$ cat src/tbd_pkg.sv
package tbd_pkg;

	localparam logic [7:0] LEADER_BYTE = 8'hFF;
	localparam logic [7:0] START_CHAR  = 8'h53;

	localparam logic [1:0] KIND_DATA      = 2'd0;
	localparam logic [1:0] KIND_SUM_OK    = 2'd1;
	localparam logic [1:0] KIND_SUM_ERR   = 2'd2;
	localparam logic [1:0] KIND_BAD_START = 2'd3;

	typedef struct packed {
		logic [1:0]  kind;
		logic [15:0] address;
		logic [7:0]  data;
		logic [7:0]  sum;
		logic        last;
	} res_t;

endpackage

$ cat src/tbd_core.sv
module tbd_core (
	input  logic          clk,
	input  logic          arst_n,
	input  logic          step,
	input  logic [7:0]    byte_s1,
	output logic          push,
	output tbd_pkg::res_t res
);

	localparam logic [2:0] PH_HUNT   = 3'd0;
	localparam logic [2:0] PH_LEADER = 3'd1;
	localparam logic [2:0] PH_SA_HI  = 3'd2;
	localparam logic [2:0] PH_SA_LO  = 3'd3;
	localparam logic [2:0] PH_EA_HI  = 3'd4;
	localparam logic [2:0] PH_EA_LO  = 3'd5;
	localparam logic [2:0] PH_DATA   = 3'd6;
	localparam logic [2:0] PH_CSUM   = 3'd7;

	logic [2:0]  phase_q, phase_d;
	logic [7:0]  hold_q, hold_d;
	logic [15:0] start_q, start_d;
	logic [15:0] cur_q, cur_d;
	logic [16:0] left_q, left_d;
	logic [7:0]  sum_q, sum_d;
	logic [7:0]  sum_add;
	logic [15:0] end_addr;
	logic [16:0] left_dec;
	logic        emit;

	assign sum_add  = sum_q + byte_s1;
	assign end_addr = {hold_q, byte_s1};
	assign left_dec = left_q - 17'd1;

	always_comb begin
		phase_d = phase_q;
		hold_d  = hold_q;
		start_d = start_q;
		cur_d   = cur_q;
		left_d  = left_q;
		sum_d   = sum_q;
		emit    = 1'b0;
		res     = '0;
		case (phase_q)
			PH_HUNT: begin
				if (byte_s1 == tbd_pkg::LEADER_BYTE) phase_d = PH_LEADER;
			end
			PH_LEADER: begin
				if (byte_s1 == tbd_pkg::LEADER_BYTE) begin
					phase_d = PH_LEADER;
				end else if (byte_s1 == tbd_pkg::START_CHAR) begin
					sum_d   = '0;
					phase_d = PH_SA_HI;
				end else begin
					phase_d  = PH_HUNT;
					emit     = 1'b1;
					res.kind = tbd_pkg::KIND_BAD_START;
					res.data = byte_s1;
					res.last = 1'b1;
				end
			end
			PH_SA_HI: begin
				sum_d   = sum_add;
				hold_d  = byte_s1;
				phase_d = PH_SA_LO;
			end
			PH_SA_LO: begin
				sum_d   = sum_add;
				start_d = {hold_q, byte_s1};
				phase_d = PH_EA_HI;
			end
			PH_EA_HI: begin
				sum_d   = sum_add;
				hold_d  = byte_s1;
				phase_d = PH_EA_LO;
			end
			PH_EA_LO: begin
				sum_d   = sum_add;
				// length wraps modulo 64k, so 1..65536 bytes
				left_d  = {1'b0, end_addr - start_q} + 17'd1;
				cur_d   = start_q;
				phase_d = PH_DATA;
			end
			PH_DATA: begin
				sum_d       = sum_add;
				emit        = 1'b1;
				res.kind    = tbd_pkg::KIND_DATA;
				res.address = cur_q;
				res.data    = byte_s1;
				cur_d       = cur_q + 16'd1;
				left_d      = left_dec;
				if (left_dec == 17'd0) phase_d = PH_CSUM;
			end
			default: begin
				sum_d    = sum_add;
				phase_d  = PH_HUNT;
				emit     = 1'b1;
				res.kind = (sum_add == 8'd0) ? tbd_pkg::KIND_SUM_OK : tbd_pkg::KIND_SUM_ERR;
				res.sum  = sum_add;
				res.last = 1'b1;
			end
		endcase
	end

	assign push = step & emit;

	always_ff @(posedge clk or negedge arst_n) begin
		if (!arst_n) begin
			phase_q <= PH_HUNT;
			hold_q  <= '0;
			start_q <= '0;
			cur_q   <= '0;
			left_q  <= '0;
			sum_q   <= '0;
		end else if (step) begin
			phase_q <= phase_d;
			hold_q  <= hold_d;
			start_q <= start_d;
			cur_q   <= cur_d;
			left_q  <= left_d;
			sum_q   <= sum_d;
		end
	end

endmodule

$ cat src/tbd_outbuf.sv
module tbd_outbuf (
	input  logic          clk,
	input  logic          arst_n,
	input  logic          push,
	input  tbd_pkg::res_t push_res,
	output logic          space,
	output logic          out_valid,
	input  logic          out_ready,
	output tbd_pkg::res_t out_res
);

	tbd_pkg::res_t ent_q [2];
	logic       wr_q, rd_q;
	logic [1:0] cnt_q;
	logic       pop;

	assign space     = (cnt_q != 2'd2);
	assign out_valid = (cnt_q != 2'd0);
	assign out_res   = ent_q[rd_q];
	assign pop       = out_valid & out_ready;

	always_ff @(posedge clk) begin
		if (push) ent_q[wr_q] <= push_res;
	end

	always_ff @(posedge clk or negedge arst_n) begin
		if (!arst_n) begin
			wr_q  <= 1'b0;
			rd_q  <= 1'b0;
			cnt_q <= 2'd0;
		end else begin
			if (push) wr_q <= ~wr_q;
			if (pop) rd_q <= ~rd_q;
			case ({push, pop})
				2'b10:   cnt_q <= cnt_q + 2'd1;
				2'b01:   cnt_q <= cnt_q - 2'd1;
				default: cnt_q <= cnt_q;
			endcase
		end
	end

endmodule

$ cat src/tape_block_deframer.sv
// tape block deframer: turns a received byte stream into addressed data bytes
// input channel: rx_byte with in_valid / in_ready, one byte per transfer
// output channel: kind, address, data, sum, last with out_valid / out_ready
// kind 0 is a data byte with its address; kinds 1 and 2 close a block with
// checksum ok or error and the final sum; kind 3 reports a bad start character
// and carries the offending byte; last is set on every status result
// throughput: one byte per cycle while the result buffer has space
// path: a byte is registered at the input, the state logic forms its result,
// which is written into the result buffer and presented on the output from there
// leader, start character and address bytes produce no result
// a two-entry result buffer sits between the state logic and the output, so
// the input keeps taking bytes while a result waits; when the receiver stalls
// the buffer fills and in_ready then drops until results are taken
// reset: the block hunts for a leader byte and all buffers are empty
module tape_block_deframer (
	input  logic        clk,
	input  logic        arst_n,
	input  logic        in_valid,
	output logic        in_ready,
	input  logic [7:0]  rx_byte,
	output logic        out_valid,
	input  logic        out_ready,
	output logic [1:0]  kind,
	output logic [15:0] address,
	output logic [7:0]  data,
	output logic [7:0]  sum,
	output logic        last
);

	logic          valid_s1;
	logic [7:0]    byte_s1;
	logic          space;
	logic          step;
	logic          push;
	tbd_pkg::res_t res;
	tbd_pkg::res_t out_res;

	assign step     = valid_s1 & space;
	assign in_ready = ~valid_s1 | step;

	always_ff @(posedge clk or negedge arst_n) begin
		if (!arst_n) begin
			valid_s1 <= 1'b0;
		end else if (in_ready) begin
			valid_s1 <= in_valid;
		end
	end

	always_ff @(posedge clk) begin
		if (in_ready && in_valid) byte_s1 <= rx_byte;
	end

	tbd_core u_core (
		.clk     (clk),
		.arst_n  (arst_n),
		.step    (step),
		.byte_s1 (byte_s1),
		.push    (push),
		.res     (res)
	);

	tbd_outbuf u_outbuf (
		.clk       (clk),
		.arst_n    (arst_n),
		.push      (push),
		.push_res  (res),
		.space     (space),
		.out_valid (out_valid),
		.out_ready (out_ready),
		.out_res   (out_res)
	);

	assign kind    = out_res.kind;
	assign address = out_res.address;
	assign data    = out_res.data;
	assign sum     = out_res.sum;
	assign last    = out_res.last;

endmodule
$ cat config.mk
export PLATFORM = sky130hd
export DESIGN_NAME = tape_block_deframer
export DESIGN_NICKNAME = d
export VERILOG_FILES = /design/src/tbd_pkg.sv /design/src/tbd_core.sv /design/src/tbd_outbuf.sv /design/src/tape_block_deframer.sv
export SDC_FILE = /design/constraint.sdc
export NUM_CORES = 1
export LEC_CHECK = 0
export BUFFER_PORTS_ARGS = -buffer_cell sky130_fd_sc_hd__buf_4
export CAP_MARGIN = 20
export CORE_MARGIN = 3
export CORE_UTILIZATION = 40
export CTS_CLUSTER_SIZE = 40
export DETAILED_ROUTE_END_ITERATION = 6
export PLACE_DENSITY = 0.68
export SYNTH_ARGS = -nofsm -noshare
export SYNTH_HDL_FRONTEND = slang
export SYNTH_SLANG_ARGS = --single-unit
$ cat constraint.sdc
create_clock -name clk -period 6.5 [get_ports clk]
set_input_delay 0 -clock clk [delete_from_list [all_inputs] [get_ports clk]]
set_output_delay 0 -clock clk [all_outputs]
set_load 0.02 [all_outputs]
Word level (Yosys, flattened, before mapping)
Memory sizes are Yosys's and may differ from the RTL's.
Cells that the tools add are included.
{"block": "totals", "elab_cells": 84, "mem_bits_rw": 70, "inputBits": 12, "n_memories": 1, "regBits": 81}
{"memory": "u_outbuf.ent_q", "depth": 2, "word_bits": 35, "rd": 1, "rd_clocked_by_memory_dff": 0, "write_ports": 1, "line_no": "tbd_outbuf.sv:12", "source": "tbd_pkg::res_t ent_q [2];"}
{"block": "op_classes", "n_eq_ne": 15, "n_addsub": 7, "muxes": 26, "reduce_logical": 16, "bitwise": 8}
{"operator": "$mux 8", "n": 5}
{"operator": "$pmux 17 s2", "n": 1}
{"operator": "$pmux 16 s2", "n": 1}
{"operator": "$pmux 8 s2", "n": 2}
{"operator": "$pmux 3 s7", "n": 1}
{"operator": "$add 16x1->17 const B", "n": 1}
{"operator": "$logic_not 17->1", "n": 1}
{"operator": "$sub 17x1->17 const B", "n": 1}
{"operator": "$add 16x1->16 const B", "n": 1}
{"operator": "$mux 16", "n": 1}
{"operator": "$sub 16x16->16", "n": 1}
{"operator": "$mux 2", "n": 5}
{"operator": "$eq 3x3->1 const B", "n": 3}
{"operator": "$add 8x8->8", "n": 1}
{"operator": "$eq 8x7->1 const B", "n": 1}
{"operator": "$eq 8x8->1 const B", "n": 1}
{"operator": "$logic_not 8->1", "n": 1}
{"operator": "$pmux 2 s2", "n": 2}
{"operator": "$reduce_or 7->1", "n": 1}
{"operator": "$eq 3x2->1 const B", "n": 2}
{"operator": "$mux 3", "n": 2}
{"operator": "$ne 2x1->1 const B", "n": 3}
{"operator": "$reduce_and 2->1", "n": 3}
{"operator": "$reduce_bool 2->1", "n": 3}
{"operator": "18 further kinds", "n": 28}

Longest topological paths before layout
Gate-level depths: netlist of run 1.
{"block": "depth", "word_depth": 7, "depth_mapped": 12, "depth_no_buf": 12}

Modules after synthesis
A second synthesis of run 1 with hierarchy kept.
{"block": "hier_totals", "hier_cells": 755, "area_unflattened_um2": 8197.9}
{"mod": "tbd_core", "cells_per_inst": 616, "n_inst": 1, "area_each_um2": 5151.2, "seq_area_each_um2": 1701.6}
{"mod": "tbd_outbuf", "cells_per_inst": 126, "n_inst": 1, "area_each_um2": 2746.4, "seq_area_each_um2": 2202.1}
{"mod": "tape_block_deframer", "cells_per_inst": 13, "n_inst": 1, "area_each_um2": 300.3, "seq_area_each_um2": 265.3}

Worst setup path before layout of run 1
No wires, ideal clock.
{"block": "synth_path", "path_kind": "reg-to-reg", "start": "register u_core.phase_q[2]", "end": "memory u_outbuf.ent_q[0][0] in the netlist's numbering (enable)", "slack_ns": 3.095, "required_ns": 6.073, "arrival_time_ns": 2.978, "period_less_slack_ns": 3.405, "path_stages_with_launch": 9, "path_buffers": 1, "path_cell_list": "dfrtp_1 -> clkbuf_1 -> nor2_1 -> o21a_1 -> nand2_1 -> or2_2 -> nand2_1 -> nand2_1 -> nor2_1"}
{"block": "synth_between", "elab_chain_len": 6, "word_cells_on_any_way": 11, "classes_between": "eq/ne: 5; mux: 3; bitwise: 1; reduce/logical: 2"}
{"item": "start: declaration", "line_no": "tbd_core.sv:19", "source": "logic [2:0] phase_q, phase_d;"}
{"item": "start signal: assignment", "line_no": "tbd_core.sv:115", "source": "phase_q <= phase_d;"}
{"item": "$eq 3x2->1, or another cell as far along", "line_no": "tbd_core.sv:43", "source": "case (phase_q)"}
{"item": "$reduce_or 5->1 (no source line)"}
{"item": "$pmux 1 s2 *", "line_no": "tbd_core.sv:43"}
{"item": "$and 1x1->1 *", "line_no": "tbd_core.sv:104", "source": "assign push = step & emit;"}
{"item": "$mux 1 *", "line_no": "tbd_outbuf.sv:23", "source": "if (push) ent_q[wr_q] <= push_res;"}
{"item": "$mux 1 (not written as such) *", "line_no": "tbd_outbuf.sv:23"}
{"item": "end: declaration", "line_no": "tbd_outbuf.sv:12"}
Every way passes the cells marked *; elsewhere a longest branch is shown, timed or not.

Worst setup path after layout of run 1
{"block": "layout_path", "start": "register byte_s1[0]", "end": "register u_core.left_q[15]"}
{"block": "layout_between", "elab_chain_len": 3}
{"item": "start: declaration", "line_no": "tape_block_deframer.sv:31", "source": "logic [7:0] byte_s1;"}
{"item": "start signal: assignment", "line_no": "tape_block_deframer.sv:50", "source": "if (in_ready && in_valid) byte_s1 <= rx_byte;"}
{"item": "$sub 16x16->16", "line_no": "tbd_core.sv:79", "source": "left_d = {1'b0, end_addr - start_q} + 17'd1;"}
{"item": "$add 16x1->17", "line_no": "tbd_core.sv:79"}
{"item": "$pmux 17 s2", "line_no": "tbd_core.sv:43"}
{"item": "end signal: assignment", "line_no": "tbd_core.sv:119", "source": "left_q <= left_d;"}
{"item": "end: declaration", "line_no": "tbd_core.sv:23", "source": "logic [16:0] left_q, left_d;"}
No other way between the ends.
A chain may end at the register's enable or synchronous reset.

==> flow_summary.toml, run 1 <==
[status]
status = "completed"

[grt]
grt_usage_pct = 16.84
grt_antenna_before_repair = 0
grt_overflow = 0
grt_max_degree = 74
grt_pass1_vias = 5986
grt_pass1_wl_um = 30110

[logic_synthesis]
ys_types = 80
ys_seq_area_share_pct = 49.97
ys_ff_latch = 151
synth_edf_count = 78
synthCells = 790
synth_area_leaders = "edfxtp_1 28%, dfrtp_1 22%, mux2_2 5.9%"
avgSynthCellArea_um2 = 10.56
dominantRegCellSynth = "edfxtp_1"
yosys.area.top_type = "edfxtp_1"
ys_warn_count = 0
synth_top_area_share_pct = 28.07
syn-num-nets = 831
synth_area_um2 = 8343
synthArstFlopShare_pct = 48.34

[min_path]
hold_class = "input pin to asynchronous set/reset pin"

[cts]
path_clk_slew_ns = 0.06
cts_resized = 0
cts_buffer_depth = 2
hold_buffers = 11
cts_tree = "done"
postCtsSetupRepairBufs = 0
numCtsBuffers = 17
htree_levels = 4
cts-root-buf = "clkbuf_16"
clkLatencyLatePin_ns = 0.43
cts_sinks = 151

[floorplan]
num_rows = 52
start_util_pct = 40.97
die_h_um = 150.4
die_area_um2 = 22630
core_um2 = 20360
die_w_um = 150.4
top_level_ports = 49

[sta]
slew_viol_final = 0
fmax_mhz = 295.3
worst_pin_slew_ns = 1.029
relSlewSlack_pct = 31.26
finalClockSkew_ns = 0.006596
period_minus_slack_ns = 3.387
fin_setup_tns_ns = 0
hold_violations = 0
rsz0062_at_grt = "false"
timing.final.crit_share_pct = 52.10
finalSetupViolations = 0

[placement]
placement.io_buffers = 48
gp_congestion = 0.8855
dp_hpwl_um = 12830

[detailed_routing]
drt_first_pass_iters = 5
drt-initial-drc-count = 409
drcViolationCount = 0
avgRoutedWirePerCell_um = 16.54
wl_um = 18600
viasPerCell = 5.469
via_count = 6153
ant_nets = 0

[setup_path]
crit_chain = "inv_1, ha_1, inv_1, fa_1, a211oi_2, o211ai_1, a2111oi_0, nor2_1, xor2_1, nand4_1, nor3b_1, or3_1"
cp_max_fo = 5
worstSetupEndpointType = "register"
cpMostUsedCell = "inv_1"
critPathLaunchType = "register"
cp_data_required_time_ns = 6.80
max_stage_delay_ns = 0.43
worstPathBufferInverterCount = 2
slowest_stage = "edfxtp_1"
cp_top_family = "compound AO/OA/AOI/OAI gates"
cp.arrival_ns = 3.69
path_class = "register to register"

[pwr]
p_per_area_nw_per_um2 = 269.9
vdd_ir_drop_max_mv = 0.1608
leakagePower_nw = 3.969

[finish]
finalNetCount = 883
drive_above_1_share_pct = 19.88
fin_util_pct = 47.81
antenna_cells = 0
fill_cells = 1848
area_growth_pct = 16.71

[flow_run]
drv_cap = 0
-- layout make-up --
class / count / area [um2] / share of cell area [%]
multi-input cells: 576 / 3959 / 40.66
well taps: 270 / 337.8 / 3.470
inverters: 31 / 116.4 / 1.195
repair buffers: 65 / 515.5 / 5.294
flip-flops and latches: 151 / 4169 / 42.82
clock buffers: 18 / 429.2 / 4.408
clock inverters: 14 / 210.2 / 2.159
-- path summary, 6_finish.rpt --
check,from,to,slack [ns],cells after the start
worst max register to register,byte_s1[0],u_core.left_q[15],3.11,12
worst min-delay path,arst_n,u_core.left_q[4],0.27,2
worst max-delay path,byte_s1[0],u_core.left_q[15],3.11,12
max in group asynchronous,arst_n,u_core.left_q[15],5.56,2
worst min register to register,u_core.sum_q[0],u_core.sum_q[0],0.49,2
min in group clk,rx_byte[6],byte_s1[6],0.29,2
-- report_power, final --
group | internal (mW) | leakage, nW | switching (mW)
Clock | 0.654 | 0.306 | 0.417
Sequential | 1.03 | 1.77 | 0.0343
Combinational | 0.220 | 1.90 | 0.276
Total | 1.90 | 3.97 | 0.727
-- through the flow --
| stage | hold WS, ns | cell area, um2 | total power [mW] | instances | worst slack [ns] |
|---|---|---|---|---|---|
| 6_report | 0.2658 | 9737 | 2.628 | 1125 | 3.113 |
| 5_1_grt | 0.2963 | 9737 | 2.729 | 1125 | 2.784 |
| 2_1_floorplan | -0.2956 | 8343 | 1.428 | 790 | 3.095 |
| 3_5_place_dp | 0.1795 | 8987 | 1.572 | 1082 | 3.186 |
| 4_1_cts | 0.2756 | 9737 | 2.651 | 1125 | 3.152 |
| 3_3_place_gp | 0.1800 | 8987 | 1.570 | 1082 | 3.262 |
-- worst register-to-register path, stage by stage (launching register included) --
cell       delay [ns]
edfxtp_1         0.43
inv_1            0.12
ha_1             0.17
inv_1            0.05
fa_1             0.41
a211oi_2         0.38
o211ai_1         0.25
a2111oi_0        0.43
nor2_1           0.11
xor2_1           0.22
nand4_1          0.17
nor3b_1          0.18
or3_1            0.35
-- cells in the final DEF, fill, tap and decap left out, types with 4 or more instances in the layout --
cell and count:
bufinv_16 4, o21a_1 6, dfrtp_1 73, or3_1 6, xnor2_1 22, nor2_1 61, and2_1 23, inv_6 4
nand3_1 18, edfxtp_1 78, a21o_1 9, nand2_1 64, a21oi_1 56, nor4_1 6, inv_1 31, nor3b_1 8
dlygate4sd3_1 11, nor3_1 15, xor2_1 16, nand4_1 9, a22o_1 6, o22ai_1 5, a211oi_1 5, and3_1 8
a31oi_1 7, mux2_2 44, clkbuf_16 17, buf_4 54, o21ai_0 54, or2_2 9, a211o_1 4, o31ai_1 7
nor2b_1 11, ha_1 27
-- cell usage after synthesis (all sizes together) (23+ instances only) --
cell	count
a21oi	59
o21ai	55
ha	27
xnor2	23
clkbuf	30
nand2	65
and2	24
edfxtp	78
nor2	65
dfrtp	73
mux2	44
inv	31
-- kinds of logic (layout without fill, tap and decap cells) --
| family | count (synthesis) | count (layout) | share of synthesized area (%) |
|---|---|---|---|
| DFF | 151 | 151 | 49.97 |
| adders and majority gates | 29 | 29 | 4.529 |
| muxes | 45 | 45 | 6.059 |
| AOI/OAI and AO/OA | 195 | 195 | 15.28 |
| buffers and inverters | 63 | 128 | 2.849 |
| xor gates and xnor gates | 39 | 39 | 4.184 |
| and+or+nand+nor | 268 | 268 | 17.13 |
-- metal layers --
| metal | part of all wire, % | track usage, % | up-vias |
|---|---|---|---|
| met5 | 0 | 0 | - |
| met1 | 47 | 22.95 | 2981 |
| met2 | 48 | 27.70 | 158 |
| li1 | - | - | 2995 |
| met3 | 4.5 | 3.040 | 19 |
| met4 | 1.2 | 4.666 | 0 |
-- flip-flops by register name (all words and copies together) (netlist names) --
signal / count
u_outbuf.ent_q: 70
valid_s1: 1
u_core.hold_q: 8
u_core.sum_q: 8
u_core.left_q: 17
byte_s1: 8
u_core.cur_q: 16
u_core.start_q: 16
u_outbuf.wr_q: 1
u_outbuf.cnt_q: 2
u_outbuf.rd_q: 1
u_core.phase_q: 3
Power figures use the tool's default switching activity.
==> run 2, diff against run 1 <==
--- a/config.mk
+++ b/config.mk
@@ -5,13 +5,14 @@
 export SDC_FILE = /design/constraint.sdc
 export NUM_CORES = 1
 export LEC_CHECK = 0
+export ABC_AREA = 1
 export BUFFER_PORTS_ARGS = -buffer_cell sky130_fd_sc_hd__buf_4
 export CAP_MARGIN = 20
 export CORE_MARGIN = 3
 export CORE_UTILIZATION = 40
 export CTS_CLUSTER_SIZE = 40
 export DETAILED_ROUTE_END_ITERATION = 6
-export PLACE_DENSITY = 0.68
+export PLACE_DENSITY = 0.7
 export SYNTH_ARGS = -nofsm -noshare
 export SYNTH_HDL_FRONTEND = slang
 export SYNTH_SLANG_ARGS = --single-unit
==> constraint.sdc (replaced) <==
create_clock -name clk -period 3.1 [get_ports clk]
set_input_delay 0 -clock clk [delete_from_list [all_inputs] [get_ports clk]]
set_output_delay 0 -clock clk [all_outputs]
set_load 0.02 [all_outputs]
==> flow_summary.toml, run 2 <==
[grt]
grt_max_degree = 74
grt_pass1_vias = 6729
grt_antenna_before_repair = 0
grt_overflow = 0
grt_usage_pct = 17.83
grt_pass1_wl_um = 34240

[finish]
fin_util_pct = 47.73
final_common_cell = "nand2_1"
final_cell_mix = "328 x nand2_1, 146 x inv_1, 95 x nor2_1"
final_cell_count_no_fill = 1441
regMostFlops = "u_outbuf.ent_q"
largest_reg_flops = 70
finalNetCount = 1194
antenna_cells = 0
area_growth_pct = 16.06
fin_area_um2 = 10160
drive_above_1_share_pct = 12.86
top_regs = "u_outbuf.ent_q: 70 flops, u_core.left_q: 17 flops"

[logic_synthesis]
synth_area_leaders = "edfxtp_1 27%, dfrtp_1 21%, nand2_1 14%"
synthCells = 1092
yosys.area.top_type = "edfxtp_1"
synth_common_cells = "328 x nand2_1, 146 x inv_1, 97 x nor2_1, 78 x edfxtp_1, 73 x dfrtp_1"
synth_top_area_share_pct = 26.75
ys_seq_area_share_pct = 47.62
avgSynthCellArea_um2 = 8.017
ys_warn_count = 0
synth_area_um2 = 8755
ys_types = 53
synth.most_common_cell = "nand2_1"
ys_ff_latch = 151
syn-num-nets = 1133
dominantRegCellSynth = "edfxtp_1"
synthArstFlopShare_pct = 48.34
synth_edf_count = 78

[pwr]
leakagePower_nw = 4.841
p_per_area_nw_per_um2 = 941.9
vdd_ir_drop_max_mv = 0.3008

[cts]
numCtsBuffers = 17
cts-root-buf = "clkbuf_16"
path_clk_slew_ns = 0.08
htree_levels = 4
clkLatencyLatePin_ns = 0.44
cts_buffer_depth = 2
cts_sinks = 151
cts_tree = "done"
cts_resized = 0

[setup_path]
cpMostUsedCell = "nand2_1"
path_class = "register to register"
critPathLaunchType = "register"
r2r_slack_ns = 0.34
cp_top_family = "simple AND/OR/NAND/NOR gates"
cp_data_required_time_ns = 3.43
cp.arrival_ns = 3.09
slowest_stage = "fa_1"
max_stage_delay_ns = 0.52
cp_max_fo = 4
worstPathBufferInverterCount = 4
crit_chain = "inv_1, ha_1, inv_1, fa_1, ha_1, inv_1, nor2_1, nand3_2, clkinv_1, nand2_2, nor3_2, nand2_1, nand2_1, nand3_1, nand2_1, nand2_1"
worstSetupEndpointType = "register"

[placement]
dp_worst_setup_slack_ns = 0.4251
gp_congestion = 0.9050
numPlacedInstances = 1397
post_dp_cell_area_um2 = 9404
dp_hpwl_um = 14720
placement.io_buffers = 48

[flow_run]
drv_cap = 0

[detailed_routing]
via_count = 7228
drcViolationCount = 0
wl_um = 20830
drt-initial-drc-count = 626
drt_first_pass_iters = 5
viasPerCell = 5.016
avgRoutedWirePerCell_um = 14.45
ant_nets = 0

[sta]
relSlewSlack_pct = 38.17
timing.final.crit_share_pct = 88.95
fmax_mhz = 362.6
hold_violations = 0
period_minus_slack_ns = 2.757
finalClockSkew_ns = 0.01148
slew_viol_final = 0
worst_pin_slew_ns = 0.9251
whs_ns = 0.01992
finalSetupViolations = 0
rsz0062_at_grt = "false"
fin_ws_ns = 0.3425

[floorplan]
die_h_um = 153.9
die_w_um = 153.9
num_rows = 53
top_level_ports = 49
start_util_pct = 41.13
die_area_um2 = 23700
core_um2 = 21290

[status]
status = "completed"

[min_path]
hold_class = "input pin to asynchronous set/reset pin"
-- run 2: power breakdown --
group	switching, mW	internal, mW	leakage [nW]
logic	3.09	1.56	2.81
clock network	1.02	1.11	0.300
registers	0.238	2.56	1.73
-- run 2: kinds of logic after synthesis --
family                     count (synthesis)  share of synthesized area, %
adders and majority gates                 29                         4.316
xor gates and xnor gates                  24                         2.401
DFF                                      151                         47.62
and+or+nand+nor                          562                         28.37
muxes                                      1                        0.1143
buffers and inverters                    187                         8.275
AOI/OAI and AO/OA                        138                         8.904
-- run 2: area by class of cell --
cell class	count	area (um2)
Clock buffer	17	425.4
Multi-Input combinational cell	754	3866
Timing Repair Buffer	68	558.0
Tap cell	275	344.1
Clock inverter	15	193.9
Sequential cell	151	4169
Inverter	161	604.3
Fill cell	2012	11130
-- run 2: final timing paths --
check / startpoint / endpoint / cells after the start
worst max-delay path: byte_s1[0] / u_core.left_q[12] / 16
max in group asynchronous: arst_n / u_core.left_q[8] / 3
worst min-delay path: arst_n / u_outbuf.rd_q / 2
worst min register to register: u_core.start_q[9] / u_core.start_q[9] / 2
worst max register to register: byte_s1[0] / u_core.left_q[12] / 16
min in group clk: rx_byte[7] / byte_s1[7] / 2
-- run 2: layer usage --
layer	part of all wire [%]	global-route usage, %
met2	45	27.52
met3	5.3	2.758
met4	2.2	6.182
met5	0	0
met1	48	25.64
-- run 2: repair_timing --
item / CTS / global route
setup buffers: 0 / 0
hold buffers: 11 / 0
endpoints found under the hold margin: 83 / 0
-- run 2: worst reg2reg max path, stage by stage (launching register included) --
cell and delay [ns]:
edfxtp_1 0.43, inv_1 0.15, ha_1 0.16, inv_1 0.08, fa_1 0.52, ha_1 0.18
inv_1 0.05, nor2_1 0.24, nand3_2 0.16, clkinv_1 0.08, nand2_2 0.07, nor3_2 0.21
nand2_1 0.07, nand2_1 0.06, nand3_1 0.07, nand2_1 0.09, nand2_1 0.05
-- run 2: per-stage QoR --
step | setup TNS [ns] | power [mW]
floorplan | -6.085 | 6.161
global placement | 0 | 7.411
detailed placement | 0 | 7.451
CTS | 0 | 9.624
global route | 0 | 10.35
finish | 0 | 9.571
==> run 3, diff against run 2 <==
--- a/config.mk
+++ b/config.mk
@@ -5,14 +5,13 @@
 export SDC_FILE = /design/constraint.sdc
 export NUM_CORES = 1
 export LEC_CHECK = 0
-export ABC_AREA = 1
 export BUFFER_PORTS_ARGS = -buffer_cell sky130_fd_sc_hd__buf_4
 export CAP_MARGIN = 20
 export CORE_MARGIN = 3
-export CORE_UTILIZATION = 40
+export CORE_UTILIZATION = 52
 export CTS_CLUSTER_SIZE = 40
 export DETAILED_ROUTE_END_ITERATION = 6
-export PLACE_DENSITY = 0.7
+export PLACE_DENSITY_LB_ADDON = 0.25
 export SYNTH_ARGS = -nofsm -noshare
 export SYNTH_HDL_FRONTEND = slang
 export SYNTH_SLANG_ARGS = --single-unit
==> flow_summary.toml, run 3 (synthesis results as in run 1) <==
[setup_path]
cp_max_fo = 5
r2r_end = "u_core.left_q[15]"
worstReg2RegStart = "byte_s1[1]"
cp.arrival_ns = 3.35
path_class = "register to register"
worstSetupEndpointType = "register"
worstRegToRegCells = 10
cp_data_required_time_ns = 3.40
r2r_slack_ns = 0.05
critPathLaunchType = "register"

[detailed_routing]
via_count = 6499
viasPerCell = 5.903
drcViolationCount = 0
drt-initial-drc-count = 538
ant_nets = 0
avgRoutedWirePerCell_um = 17.59
drt_first_pass_iters = 5
wl_um = 19370

[sta]
timing.final.crit_share_pct = 98.35
rsz0062_at_grt = "true"
worst_pin_slew_ns = 0.9840
finalSetupViolations = 0
fmax_mhz = 328.0
slew_viol_final = 0
finalClockSkew_ns = 0.01117
period_minus_slack_ns = 3.049
fin_setup_tns_ns = 0
relSlewSlack_pct = 34.40
hold_violations = 0

[cts]
cts_buffer_depth = 2
cts-root-buf = "clkbuf_16"
path_clk_slew_ns = 0.06
cts_tree = "done"
clkLatencyLatePin_ns = 0.43
numCtsBuffers = 17
htree_levels = 4
cts_sinks = 151

[pwr]
p_per_area_nw_per_um2 = 538.9
leakagePower_nw = 4.155
vdd_ir_drop_max_mv = 0.4730

[finish]
final_cell_mix = "86 x buf_4, 78 x edfxtp_1, 73 x dfrtp_1"
regMostFlops = "u_outbuf.ent_q"
drive_above_1_share_pct = 24.16
final_cell_count_no_fill = 1101
fin_area_um2 = 9932
final_common_cell = "buf_4"
area_growth_pct = 19.05
largest_reg_flops = 70
top_regs = "u_outbuf.ent_q: 70 flops, u_core.left_q: 17 flops"
antenna_cells = 0
finalNetCount = 918

[placement]
gp_congestion = 0.9465
placement.io_buffers = 48
dp_hpwl_um = 13540
post_dp_cell_area_um2 = 9146
numPlacedInstances = 1052

[grt]
grt_max_degree = 74
grt_pass1_vias = 6322
grt_usage_pct = 22.17
grt_overflow = 0
grt_pass1_wl_um = 31600
grt_antenna_before_repair = 0

[floorplan]
die_area_um2 = 17600
start_util_pct = 54.08
top_level_ports = 49
num_rows = 45
core_um2 = 15430
die_h_um = 132.7
die_w_um = 132.7

[flow_run]
drv_cap = 0

[status]
status = "completed"

[min_path]
hold_class = "input pin to asynchronous set/reset pin"
## run 3: cell types whose count changed in the layout (fill, tap and decap cells not counted), moves of 21 or more
cell / change
nand2_1: -264
nor2_1: -34
and2_1: +21
inv_1: -117
mux2_2: +44
buf_4: +30
nand3_1: -37
## run 3: per-layer routing
metal  up-vias  wire, um  GRT usage [%]
li1       3071         -              -
met1      3176      8624          31.12
met2       209      9126          33.58
met3        43      1157          5.513
met4         0       458          8.141
met5         -         0              0
## run 3: final cells by class
| cell class | instances | area, um2 |
|---|---|---|
| clock inverters | 14 | 135.1 |
| repair buffers | 100 | 807.0 |
| flip-flops and latches | 151 | 4169 |
| clock buffers | 18 | 429.2 |
| fillers | 1241 | 5495 |
| multi-input cells | 576 | 4011 |
| well taps | 211 | 264.0 |
| inverters | 31 | 116.4 |
## run 3: report_power, final
part | switching (mW) | internal, mW | leakage [nW]
logic | 0.630 | 0.519 | 2.10
registers | 0.0527 | 2.15 | 1.77
clock network | 0.870 | 1.13 | 0.284
total | 1.55 | 3.80 | 4.16
## run 3: worst max-delay path by stage
stage | startpoint | to | slack, ns | cells after the start
after floorplan | u_core.phase_q[2] | u_outbuf.ent_q[0][0] | -0.31 | 8
after global placement | byte_s1[1] | u_outbuf.ent_q[0][33] | 0.05 | 9
after detailed placement | byte_s1[0] | u_core.left_q[15] | 0.02 | 12
after CTS | byte_s1[0] | u_core.left_q[15] | 0.002 | 12
after global routing | byte_s1[1] | u_core.left_q[15] | -0.04 | 10
final | byte_s1[1] | u_core.left_q[15] | 0.05 | 10
## run 3: stage by stage
stage	hold WS [ns]	power (mW)	util, %	worst slack (ns)
2_1_floorplan	-0.2956	2.994	-	-0.3054
3_3_place_gp	0.1787	3.338	59.29	0.05417
3_5_place_dp	0.1795	3.355	59.29	0.02142
4_1_cts	0.2724	5.360	63.71	0.002308
5_1_grt	0.2875	5.559	64.38	-0.03974
6_report	0.2461	5.352	64.38	0.05128
## run 3: repair_timing
| item | CTS | global route |
|---|---|---|
| pin swaps | 0 | 9 |
| hold buffers | 11 | 0 |
| gates resized for setup | 1 | 14 |
| endpoints found under the setup margin | 2 | 11 |
| hold endpoints to repair | 83 | 0 |
| buffers inserted | 0 | 6 |
| gates cloned | 0 | 0 |
## run 3: worst max-delay path, cell delays in order (launching register included)
cell and delay (ns):
edfxtp_1 0.49, buf_6 0.17, fa_2 0.41, a211oi_4 0.29, o211ai_1 0.15, a2111oi_1 0.41
nor2_1 0.09, xor2_1 0.20, nand4_1 0.17, nor3b_2 0.20, or3_1 0.33
